File: config.mk
export PLATFORM = sky130hd
export DESIGN_NAME = card_key_derivation
export DESIGN_NICKNAME = d
export VERILOG_FILES = /design/src/hdl/ckd_pkg.sv /design/src/hdl/card_key_derivation.sv
export SDC_FILE = /design/constraint.sdc
export NUM_CORES = 1
export LEC_CHECK = 0
export BUFFER_PORTS_ARGS = -buffer_cell sky130_fd_sc_hd__clkbuf_2
export CELL_PAD_IN_SITES_DETAIL_PLACEMENT = 0
export CELL_PAD_IN_SITES_GLOBAL_PLACEMENT = 1
export CORE_MARGIN = 4
export CORE_UTILIZATION = 55
export DETAILED_ROUTE_END_ITERATION = 12
export PLACE_DENSITY_LB_ADDON = 0.1
export RECOVER_POWER = 100
export SLEW_MARGIN = 20
export SYNTH_ARGS = -nofsm -noshare
export SYNTH_HDL_FRONTEND = slang
export SYNTH_SLANG_ARGS = --single-unit
File: constraint.sdc
create_clock -name clk -period 10.07 [get_ports clk]
set_clock_uncertainty 0.05 [all_clocks]
set_input_delay 0 -clock clk [delete_from_list [all_inputs] [get_ports clk]]
set_output_delay 0 -clock clk [all_outputs]
set_load 0.05 [all_outputs]
File: src/hdl/ckd_pkg.sv
// Card key derivation package: round table, stage constants and mixing functions.
`timescale 1ns / 1ps

package ckd_pkg;

    localparam int unsigned NUM_ROUNDS       = 8;
    localparam int unsigned NUM_STAGES       = 4;
    localparam int unsigned ROUNDS_PER_STAGE = NUM_ROUNDS / NUM_STAGES;

    typedef logic [1:0] byte_idx_t;

    // ka/kb: key bytes; p/q: bytes added; u/v: bytes xored in; dm/dn: bytes written
    typedef struct packed {
        byte_idx_t ka;
        byte_idx_t kb;
        byte_idx_t p;
        byte_idx_t q;
        byte_idx_t u;
        byte_idx_t v;
        byte_idx_t dm;
        byte_idx_t dn;
    } round_t;

    localparam round_t ROUND_TABLE [NUM_ROUNDS] = '{
        '{ka: 2'd0, kb: 2'd1, p: 2'd2, q: 2'd3, u: 2'd0, v: 2'd1, dm: 2'd0, dn: 2'd1},
        '{ka: 2'd1, kb: 2'd2, p: 2'd0, q: 2'd1, u: 2'd2, v: 2'd3, dm: 2'd2, dn: 2'd3},
        '{ka: 2'd2, kb: 2'd3, p: 2'd1, q: 2'd0, u: 2'd3, v: 2'd2, dm: 2'd2, dn: 2'd3},
        '{ka: 2'd0, kb: 2'd3, p: 2'd2, q: 2'd3, u: 2'd1, v: 2'd0, dm: 2'd0, dn: 2'd1},
        '{ka: 2'd0, kb: 2'd3, p: 2'd3, q: 2'd2, u: 2'd1, v: 2'd0, dm: 2'd0, dn: 2'd1},
        '{ka: 2'd2, kb: 2'd3, p: 2'd0, q: 2'd1, u: 2'd3, v: 2'd2, dm: 2'd2, dn: 2'd3},
        '{ka: 2'd1, kb: 2'd2, p: 2'd1, q: 2'd0, u: 2'd3, v: 2'd2, dm: 2'd2, dn: 2'd3},
        '{ka: 2'd0, kb: 2'd1, p: 2'd2, q: 2'd3, u: 2'd1, v: 2'd0, dm: 2'd0, dn: 2'd1}
    };

    // One round: all terms read before either byte is written
    function automatic logic [31:0] apply_round(
        input logic   [31:0] key,
        input logic   [31:0] y,
        input round_t        r
    );
        logic [7:0]  a;
        logic [7:0]  b;
        logic [7:0]  m;
        logic [7:0]  n;
        logic [31:0] res;
        a   = key[8*r.ka +: 8];
        b   = key[8*r.kb +: 8];
        m   = ((a ^ b) + y[8*r.p +: 8]) ^ y[8*r.u +: 8];
        n   = (a + b + y[8*r.q +: 8]) ^ y[8*r.v +: 8];
        res = y;
        res[8*r.dm +: 8] = m;
        res[8*r.dn +: 8] = n;
        return res;
    endfunction

    // The rounds that belong to one pipeline stage
    function automatic logic [31:0] apply_stage(
        input logic [31:0] key,
        input logic [31:0] y,
        input int unsigned stage
    );
        logic [31:0] acc;
        acc = y;
        for (int unsigned i = 0; i < ROUNDS_PER_STAGE; i++) begin
            acc = apply_round(key, acc, ROUND_TABLE[stage * ROUNDS_PER_STAGE + i]);
        end
        return acc;
    endfunction

endpackage

File: src/hdl/card_key_derivation.sv
// Card key derivation top level: four-stage mixing pipeline for both key halves.
// Accepted inputs pass through stage registers 0, 1, 2 and 3 in turn; out_valid is stage 3's valid bit.
// Throughput: one transaction per cycle while the output is not stalled; each stage holds two of the eight rounds.
// A stall at the output backs up stage by stage; bubbles are filled while stalled.
// Reset (rst_n, asynchronous, active low) empties the pipeline and clears work_key.
`timescale 1ns / 1ps

module card_key_derivation (
    input  logic        clk,
    input  logic        rst_n,
    input  logic        work_key_we,
    input  logic [31:0] work_key,
    input  logic        in_valid,
    output logic        in_ready,
    input  logic [31:0] text_word,
    output logic        out_valid,
    input  logic        out_ready,
    output logic [31:0] key_first_half,
    output logic [31:0] key_second_half
);

    localparam int unsigned NS = ckd_pkg::NUM_STAGES;

    logic [31:0] work_key_reg;

    logic [NS-1:0] valid_reg;
    logic [31:0]   first_reg  [NS];
    logic [31:0]   second_reg [NS];

    logic [NS:0]   adv;
    logic [NS-1:0] valid_in;
    logic [31:0]   first_in   [NS];
    logic [31:0]   second_in  [NS];
    logic [31:0]   first_next [NS];
    logic [31:0]   second_next[NS];

    always_ff @(posedge clk or negedge rst_n) begin
        if (!rst_n) begin
            work_key_reg <= '0;
        end
        else if (work_key_we) begin
            work_key_reg <= work_key;
        end
    end

    // A stage moves on when it is empty or the next one moves on
    assign adv[NS] = out_ready;

    genvar s;
    generate
        for (s = 0; s < NS; s++) begin : g_stage
            assign adv[s] = !valid_reg[s] || adv[s+1];

            if (s == 0) begin : g_head
                assign valid_in[s]  = in_valid;
                assign first_in[s]  = text_word;
                assign second_in[s] = ~text_word;
            end
            else begin : g_body
                assign valid_in[s]  = valid_reg[s-1];
                assign first_in[s]  = first_reg[s-1];
                assign second_in[s] = second_reg[s-1];
            end

            always_comb
            begin
                first_next[s]  = ckd_pkg::apply_stage(work_key_reg, first_in[s], s);
                second_next[s] = ckd_pkg::apply_stage(work_key_reg, second_in[s], s);
            end

            always_ff @(posedge clk or negedge rst_n) begin
                if (!rst_n) begin
                    valid_reg[s] <= 1'b0;
                end
                else if (adv[s]) begin
                    valid_reg[s] <= valid_in[s];
                end
            end

            always_ff @(posedge clk) begin
                if (adv[s] && valid_in[s]) begin
                    first_reg[s]  <= first_next[s];
                    second_reg[s] <= second_next[s];
                end
            end
        end
    endgenerate

    assign in_ready        = adv[0];
    assign out_valid       = valid_reg[NS-1];
    assign key_first_half  = first_reg[NS-1];
    assign key_second_half = second_reg[NS-1];

    // An output that is being taken never holds back the input
    a_ready_through: assert property (@(posedge clk) disable iff (!rst_n)
        out_ready |-> in_ready)
        else $error("input blocked while output is drained");

    // An accepted transaction always lands in the first stage
    a_accept_lands: assert property (@(posedge clk) disable iff (!rst_n)
        (in_valid && in_ready) |=> valid_reg[0])
        else $error("accepted transaction lost at first stage");

    // A stalled middle stage (stage 1) keeps its contents
    a_stall_holds: assert property (@(posedge clk) disable iff (!rst_n)
        (valid_reg[1] && !adv[1]) |=> (valid_reg[1] && $stable(first_reg[1])
                                       && $stable(second_reg[1])))
        else $error("stalled stage changed");

endmodule
==> summary.md, run 1 <==
| Metric | Value |
|---|---|
| Run status | complete, but fails checks |
| Violations in the final reports | capacitance limit, slew limit |
| Final Net Count | 2267 |
| Max FO, Critical Path | 4 |
| Cell family with the largest share of critical-path delay | adder cells |
| Setup Total Neg Slack | 0 ps |
| Sort of element at the start of the critical path | register |
| Num Clock Sinks | 292 |
| Startpoint of the most critical register-to-register path | work_key_reg[0] |
| Global routing usage summed across all routing layers | 0.260 |
| Number of H-tree branching levels | 2 |
| Half-perimeter wire length after placement | 40.1 mm |
| Horizontal die dimension | 200 um |
| Share of the yosys chip area belonging to registers | 0.422 |
| Flip-flop cell with the highest count after synthesis | sky130_fd_sc_hd__edfxtp_1 |
| Post-synthesis instance area | 20400 um^2 |
| Syn_area_per_cell | 12.2 um^2 |
| Boundary Pins | 135 |
| Final number of setup-violating endpoints | 0 |
| Crit-path most repeated cell | sky130_fd_sc_hd__ha_1 |
| Clock buffer count from CTS | 36 |
| WP data required | 10320 ps |
| Remaining number of nets flagged by the antenna check after routing | 0 |
| Post-synthesis to final-layout area growth | 14.6% |
| Via count of the first global-routing pass | 13900 |
| Launch point of the worst hold path | text_word[7] |
| Slew at the pin closest to its max-slew limit | 4080 ps |
| Reg2reg setup slack | 5370 ps |
| Hold violation count in the final report | 0 |
| Die H | 200 um |
| Row count | 70 |
| Die Footprint | 40200 um^2 |
| Number of distinct standard cells referenced by the synthesized netlist | 46 |
| Share of synthesized flip-flops with an asynchronous set or reset | 0.123 |
| Count of yosys warnings during synthesis | 0 |
| # DRC | 0 |
| Initial antenna violation count | 0 |
| Crit path from | work_key_reg[0] |
| Worst Setup End Kind | register |
| Share of cells above drive strength 1 | 0.0816 |
| Initial drt markers | 844 |
| TritonCTS clock tree | done |
| Routed vias | 13300 |
| Most area-consuming cells after synthesis | sky130_fd_sc_hd__edfxtp_1 38%, sky130_fd_sc_hd__ha_1 16%, sky130_fd_sc_hd__xnor2_1 14% |
| Clock-pin slew on the worst setup and hold paths | 60 ps |
| Cell with the biggest individual delay on the critical path | sky130_fd_sc_hd__fa_1 |
| Number of buffers added for setup after CTS | 0 |
| Fraction of synthesized cell area taken by the top area cell type | 0.377 |
| Highest attainable clock frequency | 213 MHz |
| Number of buffer and inverter instances along the worst setup path | 1 |
| Final period demand of the worst path | 4700 ps |
| Avg Vias per Cell | 5.53 |
| First-pass GRT wire length | 79.8 mm |
| Number of flops mapped to enable cells by yosys | 256 |
| Pin count of the biggest net entering global routing | 65 |
| Tightest Hold Check Type | input pin to register |
| Post-detailed-placement cell area | 21600 um^2 |
| WP data arrival | 4940 ps |
| Placeable Area | 36600 um^2 |
| Clock tree root driver cell | sky130_fd_sc_hd__clkbuf_16 |
| Longest individual stage delay on the worst path | 440 ps |
| Max_cap viols | 5 |
| Cells along the critical path | ha_1, inv_1, fa_1, nor2b_1, o21ai_0, nand2b_1, xor2_1, ha_1, xnor2_1, xnor2_1, ha_1, nand2_1, nor2_1, a211o_1, a21o_1, a21oi_1, xnor3_1 |
| Synthesized instance count | 1669 |
| Clock network latency to the later pin of the worst-skew pair | 550 ps |
| Setup repair after global routing missed its margin | no |
| Final Cycle Share | 0.467 |
| First-pass detailed-route iteration total | 5 |
| Worst slew margin relative to its limit | -1.72 |
| Area of all placed cells without fillers | 23300 um^2 |
| Maximum buffer depth of the clock tree | 3 |
| WL final | 52.4 mm |
| Placer congestion estimate | 0.896 |
| Initial core utilization | 0.556 |
| Final Max Slew Viols | 297 |
| Inserted Diodes | 0 |
| Mapped Nets | 2028 |
| Wire length per cell after detailed routing | 21.8 um |
| Critical path class | register to register |
| Count of state elements after synthesis | 292 |
| Cell taking the most area after synthesis | sky130_fd_sc_hd__edfxtp_1 |
| Buffers on Ports | 134 |
| GRT Residual Overflow | 0 |
==> through the flow <==
stage | setup slack (ps) | hold WS (ps) | instances | util
global placement | 5460 | 144 | 2270 | 0.591
global route | 5130 | 61.8 | 2404 | 0.637
detailed placement | 5450 | 149 | 2270 | 0.591
CTS | 5390 | 6.47 | 2404 | 0.640
floorplan | 5870 | -346 | 1669 | -
finish | 5370 | 34.0 | 2404 | 0.637
==> per-layer routing <==
| layer | wire length, um | GRT usage |
|---|---|---|
| met3 | 2510 | 0.0404 |
| met2 | 25300 | 0.447 |
| met4 | 1620 | 0.0774 |
| met5 | 0 | 0 |
| met1 | 23000 | 0.343 |
==> tightest hold or removal path: stages <==
cell	delay, ps
sky130_fd_sc_hd__clkbuf_2	100
sky130_fd_sc_hd__xor2_1	80
sky130_fd_sc_hd__xnor2_1	180
sky130_fd_sc_hd__xnor2_1	160
==> worst paths after layout <==
path	to	depth (start not counted)
min in group asynchronous	work_key_reg[0]	2
setup reg to reg	second_reg[2][31]	17
setup / recovery	second_reg[2][31]	17
hold / removal	first_reg[0][7]	4
hold reg to reg	valid_in[2]	1
max in group asynchronous	work_key_reg[14]	2
==> placed cells by master (no fill, tap or decap), drive strengths merged, types with 14 or more instances in the layout <==
| cell | n |
|---|---|
| xnor2 | 326 |
| edfxtp | 256 |
| o21ai | 46 |
| ha | 256 |
| a21oi | 117 |
| nor2 | 57 |
| o21bai | 16 |
| nand2 | 34 |
| o21a | 14 |
| nor2b | 20 |
| clkbuf | 187 |
| dfrtp | 36 |
| a21o | 101 |
| xor2 | 159 |
| dlygate4sd3 | 68 |
| fa | 34 |
| nand2b | 21 |
| mux2 | 28 |
| inv | 79 |
==> area by class of cell <==
type                    instances  area, um^2
multi-input cells            1295       11500
fillers                      2927       13300
clock inverters                17         145
clock buffers                  49         971
repair buffers                206        1280
flip-flops and latches        292        8590
inverters                      77         289
well taps                     468         586
==> logic make-up after synthesis <==
kind of cell    Yosys count  synth area share
compound gates          333             0.104
xor+xnor                489             0.216
simple gates            151            0.0348
buf+inv                  82            0.0152
mux                      28            0.0155
flops                   292             0.422
fa+ha+maj               294             0.193
==> Yosys cell counts (all sizes together), types with 5 or more instances <==
master	instances
o21bai	16
nand2b	21
nand2	34
o31ai	6
a211oi	13
nor2	57
xor2	159
ha	256
o21a	14
mux2	28
dfrtp	36
a21o	101
a21oi	117
o21ai	46
nor2b	20
o2bb2ai	5
edfxtp	256
inv	77
fa	34
xnor2	326
nor3	5
==> what timing repair did <==
action,in CTS,in global routing
endpoints found under the hold margin,133,0
gates resized for setup,0,0
hold buffers,68,0
Power of run 1 is not shown: default switching activity piles up to over one toggle a cycle in this logic, so the estimate is an artifact.
==> run 2, diff against run 1 <==
CORE_UTILIZATION = 46   (was 55)
clock period = 4.1 ns   (was 10.07 ns; I/O delays follow)
==> summary.md, run 2 (synthesized netlist as in run 1, its figures left out) <==
| Metric | Value |
|---|---|
| Num Clock Sinks | 292 |
| Max FO, Critical Path | 8 |
| Global routing usage summed across all routing layers | 0.235 |
| R2R depth | 15 |
| Die Footprint | 47700 um^2 |
| WP data arrival | 4240 ps |
| Routed vias | 13500 |
| Final number of setup-violating endpoints | 0 |
| Clock buffer count from CTS | 37 |
| Critical path class | register to register |
| Maximum buffer depth of the clock tree | 3 |
| Worst Setup End Kind | register |
| Multi-input logic area | 11800 um^2 |
| Final Max Slew Viols | 265 |
| Final Net Count | 2400 |
| Initial antenna violation count | 0 |
| Worst slew margin relative to its limit | -0.743 |
| Final Cycle Share | 0.979 |
| Sort of element at the start of the critical path | register |
| First-pass detailed-route iteration total | 5 |
| TritonCTS clock tree | done |
| Inserted Diodes | 0 |
| Max_cap viols | 5 |
| WL final | 55.4 mm |
| Die H | 218 um |
| Global-route track usage on met3 | 0.0330 |
| Setup Total Neg Slack | 0 ps |
| Horizontal die dimension | 218 um |
| Setup repair after global routing missed its margin | yes |
| Placeable Area | 43500 um^2 |
| Wire length per cell after detailed routing | 20.9 um |
| Remaining number of nets flagged by the antenna check after routing | 0 |
| Pin count of the biggest net entering global routing | 65 |
| CP endpoint | second_reg[1][7] |
| Hold violation count in the final report | 0 |
| WP data required | 4330 ps |
| Clock tree root driver cell | sky130_fd_sc_hd__clkbuf_16 |
| Crit path from | work_key_reg[24] |
| Clock-pin slew on the worst setup and hold paths | 60 ps |
| Area occupied by registers | 8590 um^2 |
| Share of cells above drive strength 1 | 0.166 |
| Post-detailed-placement cell area | 22700 um^2 |
| Violations in the final reports | capacitance limit, slew limit |
| Buffers on Ports | 134 |
| Boundary Pins | 135 |
| Initial core utilization | 0.469 |
| # DRC | 0 |
| Tightest Hold Check Type | input pin to register |
| First-pass GRT wire length | 83.9 mm |
| Post-layout util | 0.572 |
| Via count of the first global-routing pass | 14300 |
| Busiest layer in global routing | met2 |
| Number of H-tree branching levels | 2 |
| GRT Residual Overflow | 0 |
| Final period demand of the worst path | 4010 ps |
| Area of all placed cells without fillers | 24900 um^2 |
| Capture instance of the worst register-to-register path | second_reg[1][7] |
| Post-synthesis to final-layout area growth | 22.1% |
| GR Util met1 | 0.311 |
| Clock network latency to the later pin of the worst-skew pair | 560 ps |
| Filler cell count in the final layout | 3687 |
| Most common library cell in the layout ignoring fill and taps | sky130_fd_sc_hd__xnor2_1 |
| Placer congestion estimate | 0.908 |
| Half-perimeter wire length after placement | 43.2 mm |
| Initial drt markers | 758 |
| Slew at the pin closest to its max-slew limit | 2610 ps |
| Met2 usage | 0.405 |
| Highest-count cells in the layout ignoring fill and taps | 304 x sky130_fd_sc_hd__xnor2_1, 256 x sky130_fd_sc_hd__edfxtp_1, 248 x sky130_fd_sc_hd__ha_1 |
| Avg Vias per Cell | 5.10 |
| Run status | complete, but fails checks |
| Row count | 76 |
| Hold-critical path depth | 3 |
| Reg2reg setup slack | 90 ps |
| Startpoint of the most critical register-to-register path | work_key_reg[24] |
| Highest attainable clock frequency | 249 MHz |
==> run 2: cell count changes in the layout (fill, tap and decap cells not counted), moves of 5 or more <==
| cell | previous run | this run |
|---|---|---|
| sky130_fd_sc_hd__xnor2_1 | 323 | 304 |
| sky130_fd_sc_hd__buf_4 | 0 | 117 |
| sky130_fd_sc_hd__ha_2 | 0 | 5 |
| sky130_fd_sc_hd__xnor2_2 | 3 | 22 |
| sky130_fd_sc_hd__a21oi_1 | 117 | 104 |
| sky130_fd_sc_hd__ha_1 | 256 | 248 |
| sky130_fd_sc_hd__a21oi_2 | 0 | 13 |
| sky130_fd_sc_hd__clkinv_2 | 5 | 10 |
==> run 2: final cells by class <==
| cell class | instances | share of cell area |
|---|---|---|
| Timing Repair Buffer | 338 | 0.0906 |
| Sequential cell | 292 | 0.345 |
| Inverter | 77 | 0.0116 |
| Clock buffer | 46 | 0.0402 |
| Multi-Input combinational cell | 1295 | 0.474 |
| Clock inverter | 21 | 0.00891 |
| Tap cell | 585 | 0.0294 |
==> run 2: stage by stage <==
stage	cells	hold WS (ps)	setup WS (ps)
5_1_grt	2654	163	-63.7
4_1_cts	2647	87.4	2.36
3_3_place_gp	2509	149	2.26
3_5_place_dp	2509	152	-34.3
6_report	2654	174	87.5
2_1_floorplan	1669	-346	282
==> run 2: how the worst min path moves through the flow <==
| stage | start | to |
|---|---|---|
| after floorplan | rst_n | out_valid |
| after global placement | rst_n | work_key_reg[20] |
| after detailed placement | rst_n | work_key_reg[20] |
| after CTS | rst_n | work_key_reg[13] |
| after global routing | work_key[14] | work_key_reg[14] |
| final | work_key[4] | work_key_reg[4] |
==> run 2: repair_timing <==
action,4_1_cts,5_1_grt
gates resized for setup,3,59
hold buffers,70,0
pin swaps,1,14
setup buffers,1,7
setup endpoints to repair,3,15
endpoints found under the hold margin,132,0
==> run 2: worst max-delay path, cell delays in order, from the launching register on <==
cell                        delay (ps)
sky130_fd_sc_hd__dfrtp_1           400
sky130_fd_sc_hd__ha_2              460
sky130_fd_sc_hd__ha_1              240
sky130_fd_sc_hd__inv_1              70
sky130_fd_sc_hd__fa_1              440
sky130_fd_sc_hd__nor2b_1           120
sky130_fd_sc_hd__o21ai_0           120
sky130_fd_sc_hd__nand2b_1          130
sky130_fd_sc_hd__a21o_1            200
sky130_fd_sc_hd__a21oi_1           110
sky130_fd_sc_hd__xnor2_1           340
sky130_fd_sc_hd__ha_1              320
sky130_fd_sc_hd__o21a_1            120
sky130_fd_sc_hd__o2bb2ai_1         220
sky130_fd_sc_hd__xnor2_1           220
sky130_fd_sc_hd__xnor2_1           160
==> run 2: routing by layer <==
layer / up-vias / routed length, um
met4: 0 / 1710
met2: 241 / 26900
li1: 6679 / -
met5: - / 0
met1: 6531 / 24800
met3: 91 / 1970
Power of run 2 is left out for the same reason.
